<file path="config.mk">
export PLATFORM = sky130hd
export DESIGN_NAME = fexp_nar
export DESIGN_NICKNAME = d
export VERILOG_FILES = /design/src/rtl/fexp_pkg.sv /design/src/rtl/fexp_nar.sv
export SDC_FILE = /design/constraint.sdc
export NUM_CORES = 1
export LEC_CHECK = 0
export BUFFER_PORTS_ARGS = -buffer_cell sky130_fd_sc_hd__buf_2
export CAP_MARGIN = 20
export CORE_AREA = 2 2 132 134
export DETAILED_ROUTE_END_ITERATION = 8
export DIE_AREA = 0 0 134 136
export GPL_TIMING_DRIVEN = 0
export HOLD_SLACK_MARGIN = 0.15
export PLACE_DENSITY = 0.7
export REMOVE_ABC_BUFFERS = 1
export SLEW_MARGIN = 20
export SYNTH_ARGS = -nofsm -noshare
export SYNTH_HDL_FRONTEND = slang
export SYNTH_SLANG_ARGS = --single-unit
</file>
<file path="constraint.sdc">
create_clock -name clock -period 15.4 [get_ports clock]
set_clock_uncertainty 0.1 [all_clocks]
set_input_delay 3.08 -clock clock [delete_from_list [all_inputs] [get_ports clock]]
set_output_delay 3.08 -clock clock [all_outputs]
set_load 0.005 [all_outputs]
</file>
<file path="src/rtl/fexp_pkg.sv">
`timescale 1ns / 1ps

package fexp_pkg;

   typedef logic [63:0] f64_type;

   localparam int TABLE_ENTRIES = 32;
   localparam int INDEX_BITS    = $clog2(TABLE_ENTRIES);
   localparam int SCALE_SHIFT   = 52 - INDEX_BITS;

   // stage counts of the arithmetic units
   localparam int MUL_LAT = 3;
   localparam int ADD_LAT = 4;
   localparam int NAR_LAT = 2;

   localparam logic [10:0] EXP_BIAS     = 11'd1023;
   // binary64 bias less binary32 bias
   localparam logic [10:0] EXP_REBIAS   = 11'd896;

   localparam logic [31:0] F32_LIMIT    = 32'h42b00000;
   localparam logic [31:0] F32_INF      = 32'h7f800000;
   localparam logic [31:0] F32_QUIET    = 32'h00400000;
   localparam logic [31:0] F32_POS_MAX  = 32'h42b17217;
   localparam logic [31:0] F32_NEG_MAX  = 32'h42cff1b4;
   localparam logic [31:0] F32_ZERO     = 32'h00000000;

   localparam f64_type C_LOG2E_32  = 64'h40471547652b82fe;
   localparam f64_type C_SHIFTER   = 64'h4338000000000000;
   localparam f64_type C_NSHIFTER  = 64'hc338000000000000;
   localparam f64_type C_POLY_A    = 64'h3ebc6af84b912394;
   localparam f64_type C_POLY_B    = 64'h3f2ebfce50fac4f3;
   localparam f64_type C_POLY_C    = 64'h3f962e42ff0c52d6;
   localparam f64_type C_ONE       = 64'h3ff0000000000000;

   // 2^(j/32) with j<<47 taken off the bits
   localparam f64_type EXP2_TBL [TABLE_ENTRIES] = '{
      64'h3ff0000000000000, 64'h3fefd9b0d3158574,
      64'h3fefb5586cf9890f, 64'h3fef9301d0125b51,
      64'h3fef72b83c7d517b, 64'h3fef54873168b9aa,
      64'h3fef387a6e756238, 64'h3fef1e9df51fdee1,
      64'h3fef06fe0a31b715, 64'h3feef1a7373aa9cb,
      64'h3feedea64c123422, 64'h3feece086061892d,
      64'h3feebfdad5362a27, 64'h3feeb42b569d4f82,
      64'h3feeab07dd485429, 64'h3feea47eb03a5585,
      64'h3feea09e667f3bcd, 64'h3fee9f75e8ec5f74,
      64'h3feea11473eb0187, 64'h3feea589994cce13,
      64'h3feeace5422aa0db, 64'h3feeb737b0cdc5e5,
      64'h3feec49182a3f090, 64'h3feed503b23e255d,
      64'h3feee89f995ad3ad, 64'h3feeff76f2fb5e47,
      64'h3fef199bdd85529c, 64'h3fef3720dcef9069,
      64'h3fef5818dcfba487, 64'h3fef7c97337b9b5f,
      64'h3fefa4afa2a490da, 64'h3fefd0765b6e4540
   };

endpackage

</file>
<file path="src/rtl/fexp_nar.sv">
`timescale 1ns / 1ps

module fexp_nar (
   input  logic              clock,
   input  logic              en,
   input  fexp_pkg::f64_type d,
   output logic [31:0]       y
);

   logic               s;
   logic [52:0]        ms;
   logic signed [11:0] ef, tot;
   logic [5:0]         tot_c;
   logic [116:0]       wide;
   logic [31:0]        base_in;
   logic               g, st, inf_in;

   logic [31:0]        base_ff;
   logic               up_ff, inf_ff, s_ff;
   logic [31:0]        y_in, y_ff;

   assign s     = d[63];
   assign ms    = {|d[62:52], d[51:0]};
   assign ef    = signed'(12'(d[62:52]) - 12'(fexp_pkg::EXP_REBIAS));
   assign tot   = 12'sd30 - ef;
   assign tot_c = (tot > 12'sd63) ? 6'd63 : tot[5:0];
   assign wide  = {ms, 64'b0} >> tot_c;
   assign inf_in = ef >= 12'sd255;

   always_comb begin
      if (ef >= 12'sd1) begin
         base_in = {s, ef[7:0], d[51:29]};
         g       = d[28];
         st      = |d[27:0];
      end else begin
         // subnormal result
         base_in = {s, 8'b0, wide[86:64]};
         g       = wide[63];
         st      = |wide[62:0];
      end
   end

   always_ff @(posedge clock) begin
      if (en) begin
         base_ff <= base_in;
         up_ff   <= g & (st | base_in[0]);
         inf_ff  <= inf_in;
         s_ff    <= s;
      end
   end

   // a carry out of the fraction steps the exponent, up to infinity
   assign y_in = inf_ff ? {s_ff, fexp_pkg::F32_INF[30:0]} : base_ff + 32'(up_ff);

   always_ff @(posedge clock) begin
      if (en) begin
         y_ff <= y_in;
      end
   end

   assign y = y_ff;

endmodule

</file>
==> impl_results.md, run 1 <==
* Core Area at about 17000 um^2
* Worst-Skew Late Latency at between 300 and 400 ps
* Req. time, crit path at between 15000 and 20000 ps
* Synth warn at 0
* Die Area at about 18000 um^2
* Share of layout cells above drive strength 1 at 15.9%
* Pin slew with the least headroom to its limit at 1150 ps
* Post-CTS sizing at 0
* VDD IR max at ~0.000066 V
* Final setup violation count at 0
* Largest net degree at the start of global routing at 80
* Chip height at ~140 um
* GR Overflow Total at 0
* Main area contributors after synthesis: edfxtp_1, nor2_1, o21ai_0
* Row cnt at 48
* First-pass GRT wire length at ~49000 um
* Max-cap viol count at 0
* Placed instance area at 9070 um^2
* Outcome: finished clean
* Syn Inst Count at 1118
* Sequential fraction of the synthesis area at a little under a quarter
* Area growth, synth to finish at 12.5%
* Final period util at between 60% and 70%
* Vias in the first global route at ~8500
* Initial antenna violation count at 0
* Crit path largest cell delay at approximately 740 ps
* Crit-path max FO at around 80
* Slowest CP cell: nor2_1
* Antenna viol nets, final at 0
* Final Hold Viols at 0
* Crit path cell chain: buf_4 > inv_2 > ha_4 > buf_16 > clkinv_1 > nor2_1 > o311ai_0 > a211oi_1 > o31ai_1 > nor2_1 > o22ai_1 > a222oi_1 > o211a_1 > o211ai_1 > o31ai_1 > a41oi_1
* Initial core utilization at 49.1%
* Post-synth top area cell: edfxtp_1
* Static leakage at approximately 3.4 nW
* Worst setup path class: in -> reg
* CTS sink cnt at between 60 and 70
* Vias per std cell at 6.96
* Vias post-DR at 9570
* Io pins at 98
* Drt pass-1 iters at 6
* Max_slew headroom at a little under a quarter
* # diodes at 0
* Power Density at about 83 nW/um^2
* Post-Syn Area at a little over 8000 um^2
* Fin cells at 1375
* Startpoint Class: primary input
* Avg Cell Area, Syn at approximately 7.4 um^2
* Clock-pin slew on the worst setup and hold paths at 50 ps
* Global placer's final weighted congestion at just over 1
* CTS tree: yes
* Fmax at 106 MHz
* CP endpoint kind: flip-flop
* WHS at 473 ps
* Post-Route WL at between 30000 and 40000 um
* Drt wl/cell at 23.1 um
* All-Layer GR Usage at 34.5%
* Post-CTS Hold Buffers at 0
* Post-synth top flop: edfxtp_1
* CTS Buf Count at 9
* RSZ-0062 raised after global routing: false
* Die X-Extent at 134 um
* Max Transition Viols Final at 0
* CTS max path bufs at 2
* Nets at 1221
* PortBufs at slightly below 100
* Post-CTS setup buffer count at 0
* WP data arrival at ~9400 ps
* Residual DRC count at 0
* Distinct cell type count after synthesis at slightly above 80
* Post-layout min period at around 9500 ps
* Hold WC Path Type: reg -> reg
* CTS HTree Levels at 3
* Detail Placement HPWL at roughly 23000 um
* Post-layout instance area at just over 9000 um^2
* Placed instance count at between 1000 and 1500
* Synth Register Bits at 66
* Initial DRC Count at 986
* EDFF count, synth at 66
* Post-Route Setup TNS at 0 ps
* Async set-reset flop share out of synthesis at 0%
* Clock Root Buffer: clkbuf_16
* Top-area cell type share of the netlist area at around a quarter
## worst paths after layout
| kind | from | to | slack [ps] | depth (start not counted) |
|---|---|---|---|---|
| setup / recovery | d[52] | up_ff | 5940 | 16 |
| hold reg to reg | base_ff[31] | y[31] | 470 | 1 |
| setup reg to reg | base_ff[3] | y[25] | 12560 | 8 |
| hold / removal | base_ff[31] | y[31] | 470 | 1 |
## cells by family after synthesis
group	count (synthesis)	synth area share, %
fa+ha+maj	9	1.36
buf+inv	108	5.49
xor+xnor	33	3.58
mux	52	6.67
flops	66	23.9
compound gates	419	34.1
simple gates	431	24.9
## through the flow
stage	setup WS, ps	util (%)	power (mW)
6_report	5940	55.3	0.772
5_1_grt	5770	55.3	0.812
4_1_cts	6220	55.3	0.763
3_5_place_dp	5940	53.8	0.592
3_3_place_gp	2350	51.3	0.577
2_1_floorplan	6820	-	0.452
## flip-flops by register name, indices dropped and copies added (netlist names)
signal,cells
y,32
up_ff,1
base_ff,32
inf_ff,1
## Yosys cell counts, drive strengths merged (10+ instances only)
cell      n
nor2    144
o21ai   105
nand2    98
a21oi    77
edfxtp   66
clkbuf   58
buf      36
mux2i    35
nor3     32
nand3    30
o22ai    28
a211oi   26
and3     23
o211ai   22
xor2     20
o221ai   18
and2     17
o21a     17
mux2     16
a22oi    15
nor2b    14
a31oi    13
inv      13
nor4     13
xnor2    13
or3      12
nand2b   10
## power breakdown
group	internal, mW	switching (mW)	total [mW]
clock	0.105	0.0630	0.168
sequential	0.221	0.0104	0.231
combinational	0.132	0.241	0.373
## final cells by class
type                            count  area (um^2)
Timing Repair Buffer              111          772
Inverter                           14         52.6
Sequential cell                    66         1980
Clock buffer                       10          229
Clock inverter                      5         22.5
Fill cell                        1617         7550
Multi-Input combinational cell    944         5990
Tap cell                          225          282
## critical path, delay by kind of cell
family / cells / cell delay (ps)
AOI/OAI and AO/OA: 9 / 2490
adders and majority gates: 1 / 670
buffers and inverters: 4 / 2150
and+or+nand+nor: 2 / 860
## layout by cell type, fill, tap and decap left out, types with 18 or more instances in the layout
cell and instances:
nor2_1 141, a21oi_1 71, o221ai_1 18, o22ai_1 28, nor3_1 31, mux2i_1 35, buf_2 96, nand3_1 30
xor2_1 18, o211ai_1 22, and3_1 23, o21ai_0 100, edfxtp_1 66, nand2_1 98, a211oi_1 25
## metal layers
metal / track usage (%) / part of all wire (%)
met1: 42.4 / 38
met3: 7.08 / 11
met2: 55.4 / 45
met4: 21.6 / 6.6
met5: 0 / 0
(Power assumes the default switching activity.)
==> run 2, diff against run 1 <==
Settings changed: PLACE_DENSITY 0.7 to 0.73.
Clock period 15.4 ns to 8.6 ns, I/O delays scaled along.
==> run 2 against run 1 <==
Compared with the run above:
- power grew 80%
- highest routed layer unchanged
- die area unchanged
- worst hold slack improved by 11 ps
- critical endpoint unchanged
==> impl_results.md, run 2 (synthesis results as in run 1) <==
* GR Overflow Total at 0
* Commonest non-fill, non-tap cell in the layout: nor2_1
* Max-cap viol count at 0
* Max_slew headroom at 23.0%
* Final setup violation count at 0
* Die Area at around 18000 um^2
* Outcome: finished clean
* Io pins at between 90 and 100
* Startpoint Class: primary input
* Max Transition Viols Final at 0
* Core Area at ~17000 um^2
* Initial DRC Count at about 1100
* Initial core utilization at 49.1%
* Placed instance count at roughly 1400
* Chip height at approximately 140 um
* All-Layer GR Usage at between 30% and 40%
* Nets at 1222
* CTS HTree Levels at 3
* Worst-Skew Late Latency at 330 ps
* Vias in the first global route at between 8000 and 9000
* Post-layout instance area at just over 9000 um^2
* CTS max path bufs at 2
* Crit path largest cell delay at 810 ps
* Antenna viol nets, final at 0
* FILL cells at 1619
* Clock-pin slew on the worst setup and hold paths at around 50 ps
* Worst path top cell family by delay: compound AO/OA/AOI/OAI gates
* Vias post-DR at between 9000 and 10000
* Req. time, crit path at between 8000 and 9000 ps
* Comb pwr share at between 40% and 50%
* Post-Route WL at 32200 um
* Sw Ratio at roughly two fifths
* Slowest CP cell: nor2_1
* P_int at around 800 uW
* Crit-path max FO at 79
* Pin slew with the least headroom to its limit at about 1200 ps
* CTS Buf Count at 9
* Post-CTS sizing at 0
* Detail Placement HPWL at roughly 24000 um
* Clock Root Buffer: clkbuf_16
* Fmax at between 100 and 150 MHz
* Placed instance area at approximately 9000 um^2
* First-pass GRT wire length at around 50000 um
* Residual DRC count at 0
* PortBufs at slightly below 100
* Total net switching power at 567 uW
* # diodes at 0
* WHS at between 400 and 500 ps
* Largest net degree at the start of global routing at 80
* CP endpoint kind: flip-flop
* Static leakage at about 3.4 nW
* Drt wl/cell at roughly 23 um
* Row cnt at 48
* WP data arrival at roughly 8100 ps
* Drt pass-1 iters at 6
* Global placer's final weighted congestion at roughly 1
* Post-CTS setup buffer count at 0
* CTS sink cnt at 66
* CTS tree: yes
* Sequential share of power at between 20% and 30%
* Vias per std cell at 6.96
* Die X-Extent at approximately 130 um
* Clock network power share at 21.7%
* Most frequent cells in the layout: nor2_1, o21ai_0, nand2_1
* Power Density at roughly 150 nW/um^2
* Final Hold Viols at 0
* RSZ-0062 raised after global routing: false
* Final period util at approximately 96%
* VDD IR max at roughly 0.00012 V
* Area growth, synth to finish at 12.6%
* Initial antenna violation count at 0
* Hold WC Path Type: reg -> reg
* Post-CTS Hold Buffers at 0
* Share of layout cells above drive strength 1 at 15.7%
* Fin cells at between 1000 and 1500
* Worst setup path class: in -> reg
* Crit path cell chain: buf_4 > inv_2 > ha_4 > buf_12 > clkinv_1 > nor2_1 > o311ai_0 > a211oi_1 > o31ai_1 > nor2_1 > o22ai_1 > a222oi_1 > o211a_1 > o211ai_1 > o31ai_1 > a41oi_1
* WP buf/inv at 4
* Post-layout min period at 8240 ps
[run 2: stage by stage]
step | setup slack, ps | setup TNS, ps | util (%) | total power [mW]
finish | 360 | 0 | 55.3 | 1.39
global route | 286 | 0 | 55.3 | 1.45
CTS | 687 | 0 | 55.1 | 1.36
detailed placement | 373 | 0 | 53.6 | 1.06
global placement | -3160 | -46330 | 51.3 | 1.03
floorplan | 1380 | 0 | - | 0.810
[run 2: metal layers]
| layer | wire [um] | part of all wire [%] | GRT usage, % |
|---|---|---|---|
| met1 | 12300 | 38 | 45.0 |
| met2 | 14500 | 45 | 56.6 |
| met3 | 3400 | 11 | 4.81 |
| met4 | 1950 | 6.0 | 20.0 |
| met5 | 0 | 0 | 0 |
[run 2: cell type report]
class / instances / area [um^2] / area share (%)
clock buffer: 10 / 229 / 2.45
clock inverter: 6 / 23.8 / 0.255
inverter: 14 / 52.6 / 0.563
multi-input combinational: 944 / 5990 / 64.1
sequential: 66 / 1980 / 21.2
tap: 225 / 282 / 3.02
timing repair buffer: 112 / 778 / 8.34
[run 2: worst paths after layout]
| path | start | end | slack, ps | depth (start not counted) |
|---|---|---|---|---|
| setup / recovery | d[52] | up_ff | 360 | 16 |
| hold / removal | base_ff[31] | y[31] | 480 | 1 |
| setup reg to reg | base_ff[3] | y[27] | 5750 | 8 |
| hold reg to reg | base_ff[31] | y[31] | 480 | 1 |
[run 2: worst reg2reg max path, delay by kind of cell, from the launching register on]
kind / cells / cell delay, ps
DFF: 1 / 390
AOI/OAI and AO/OA: 1 / 170
and+or+nand+nor: 7 / 1930
[run 2: power by group through the flow]
stage,registers [mW],clock network (mW),logic [mW]
after detailed placement,0.420,0,0.639
final,0.414,0.302,0.672
after CTS,0.414,0.306,0.642
after global placement,0.419,0,0.616
after floorplan,0.418,0,0.391
after global routing,0.418,0.321,0.712
==> run 3, diff against run 2 <==
Settings changed: CORE_AREA 2 2 132 134 to 4 4 134 136, DIE_AREA 0 0 134 136 to 0 0 138 140.
==> run 3 against run 2 <==
Compared with the run above:
- non-clock buffer count is the same
- count of clock-buffer cells in the layout unchanged
- clock power about the same
- sequential share of layout area about the same
- combinational power shrank 1%
- critical path type unchanged
- critical endpoint unchanged
==> impl_results.md, run 3 (synthesis results as in run 1) <==
* Outcome: finished clean
* FILL cells at about 1600
* CTS sink cnt at 66
* Crit-path max FO at 79
* Clock-pin slew on the worst setup and hold paths at 50 ps
* Vias per std cell at approximately 6.9
* Clock Root Buffer: clkbuf_16
* P_int at 820 uW
* Detail Placement HPWL at around 23000 um
* GR Overflow Total at 0
* Vias in the first global route at 8702
* First-pass GRT wire length at between 40000 and 50000 um
* Io pins at 98
* Max Transition Viols Final at 0
* Sw Ratio at 40.6%
* VDD IR max at between 0.00015 and 0.0002 V
* Final Hold Viols at 0
* Core Area at around 17000 um^2
* Worst setup path class: in -> reg
* PortBufs at 97
* Chip height at 140 um
* Fmax at about 120 MHz
* All-Layer GR Usage at a little under a third
* Req. time, crit path at between 8000 and 9000 ps
* Static leakage at approximately 3.4 nW
* Worst-Skew Late Latency at about 320 ps
* Die Area at roughly 19000 um^2
* Post-CTS setup buffer count at 0
* Max_slew headroom at approximately 26%
* Final period util at a little over nine tenths
* Clock network power share at 21.7%
* Final setup violation count at 0
* CTS HTree Levels at 3
* Slack of the critical path at slightly above 300 ps
* Row cnt at 48
* Global placer's final weighted congestion at 1.04
* Commonest non-fill, non-tap cell in the layout: nor2_1
* Startpoint Class: primary input
* Post-CTS sizing at 0
* Total net switching power at about 560 uW
* Initial antenna violation count at 0
* Max-cap viol count at 0
* Post-CTS Hold Buffers at 0
* CTS Buf Count at 9
* RSZ-0062 raised after global routing: false
* Initial DRC Count at a little under 1000
* Post-layout min period at between 8000 and 9000 ps
* Post-Route WL at around 32000 um
* Sequential share of power at 30.0%
* Final Power at approximately 1.4 mW
* Area growth, synth to finish at 12.5%
* CTS tree: yes
* Comb pwr share at around half
* CP endpoint kind: flip-flop
* CTS max path bufs at 2
* Nets at 1222
* Vias post-DR at approximately 9400
* Most frequent cells in the layout: nor2_1, o21ai_0, nand2_1
* Antenna viol nets, final at 0
* WP data arrival at between 8000 and 9000 ps
* Share of layout cells above drive strength 1 at between 15 and 20%
* Power Density at around 150 nW/um^2
* Pin slew with the least headroom to its limit at ~1100 ps
* # diodes at 0
* Die X-Extent at ~140 um
* Hold WC Path Type: reg -> reg
* Largest net degree at the start of global routing at 80
* Residual DRC count at 0
* Setup Slack @ Placement at ~530 ps
* Initial core utilization at between 40% and 50%
* Drt wl/cell at ~23 um
* Drt pass-1 iters at 6
## run 3: cell count changes in the layout (fill, tap and decap cells not counted)
| cell | previous run | this run |
|---|---|---|
| a41o_1 | 1 | 0 |
| a41o_2 | 0 | 1 |
| buf_12 | 2 | 1 |
| buf_4 | 2 | 3 |
| buf_6 | 6 | 5 |
| buf_8 | 1 | 2 |
## run 3: path summary, 6_finish.rpt
kind,start,endpoint,slack (ps),cells after the start
hold reg to reg,base_ff[31],y[31],490,1
setup / recovery,d[52],up_ff,300,16
hold / removal,base_ff[31],y[31],490,1
setup reg to reg,base_ff[3],y[27],5770,8
## run 3: metal layers
layer / GRT usage, % / wire [um]
met5: 0 / 0
met1: 38.7 / 12300
met2: 49.7 / 13900
met3: 5.12 / 3120
met4: 20.5 / 2390
## run 3: power groups by stage
| stage | Clock, mW | Combinational, mW | Sequential [mW] |
|---|---|---|---|
| 6_report | 0.300 | 0.665 | 0.415 |
| 5_1_grt | 0.318 | 0.707 | 0.418 |
| 4_1_cts | 0.306 | 0.637 | 0.414 |
| 3_5_place_dp | 0 | 0.634 | 0.420 |
| 3_3_place_gp | 0 | 0.610 | 0.419 |
| 2_1_floorplan | 0 | 0.391 | 0.418 |
## run 3: area by class of cell
class,count,area [um^2],area share (%)
flip-flops and latches,66,1980,21.3
multi-input cells,944,5990,64.2
well taps,225,282,3.02
clock inverters,6,23.8,0.255
clock buffers,10,229,2.46
inverters,14,52.6,0.564
repair buffers,112,769,8.25
## run 3: critical path, cell delays in order
cell	delay (ps)
buf_4	610
inv_2	590
ha_4	740
buf_12	300
clkinv_1	710
nor2_1	870
o311ai_0	280
a211oi_1	390
o31ai_1	190
nor2_1	130
o22ai_1	140
a222oi_1	540
o211a_1	240
o211ai_1	130
o31ai_1	270
a41oi_1	230
## run 3: per-stage QoR
step	cell area [um^2]	util [%]	cells	hold slack (ps)	TNS, ps
after floorplan	7890	-	1024	447	0
after global placement	8650	51.1	1346	470	-43830
after detailed placement	9040	53.4	1360	457	0
after CTS	9290	54.8	1376	486	0
after global routing	9330	55.1	1377	505	0
final	9330	55.1	1377	486	0
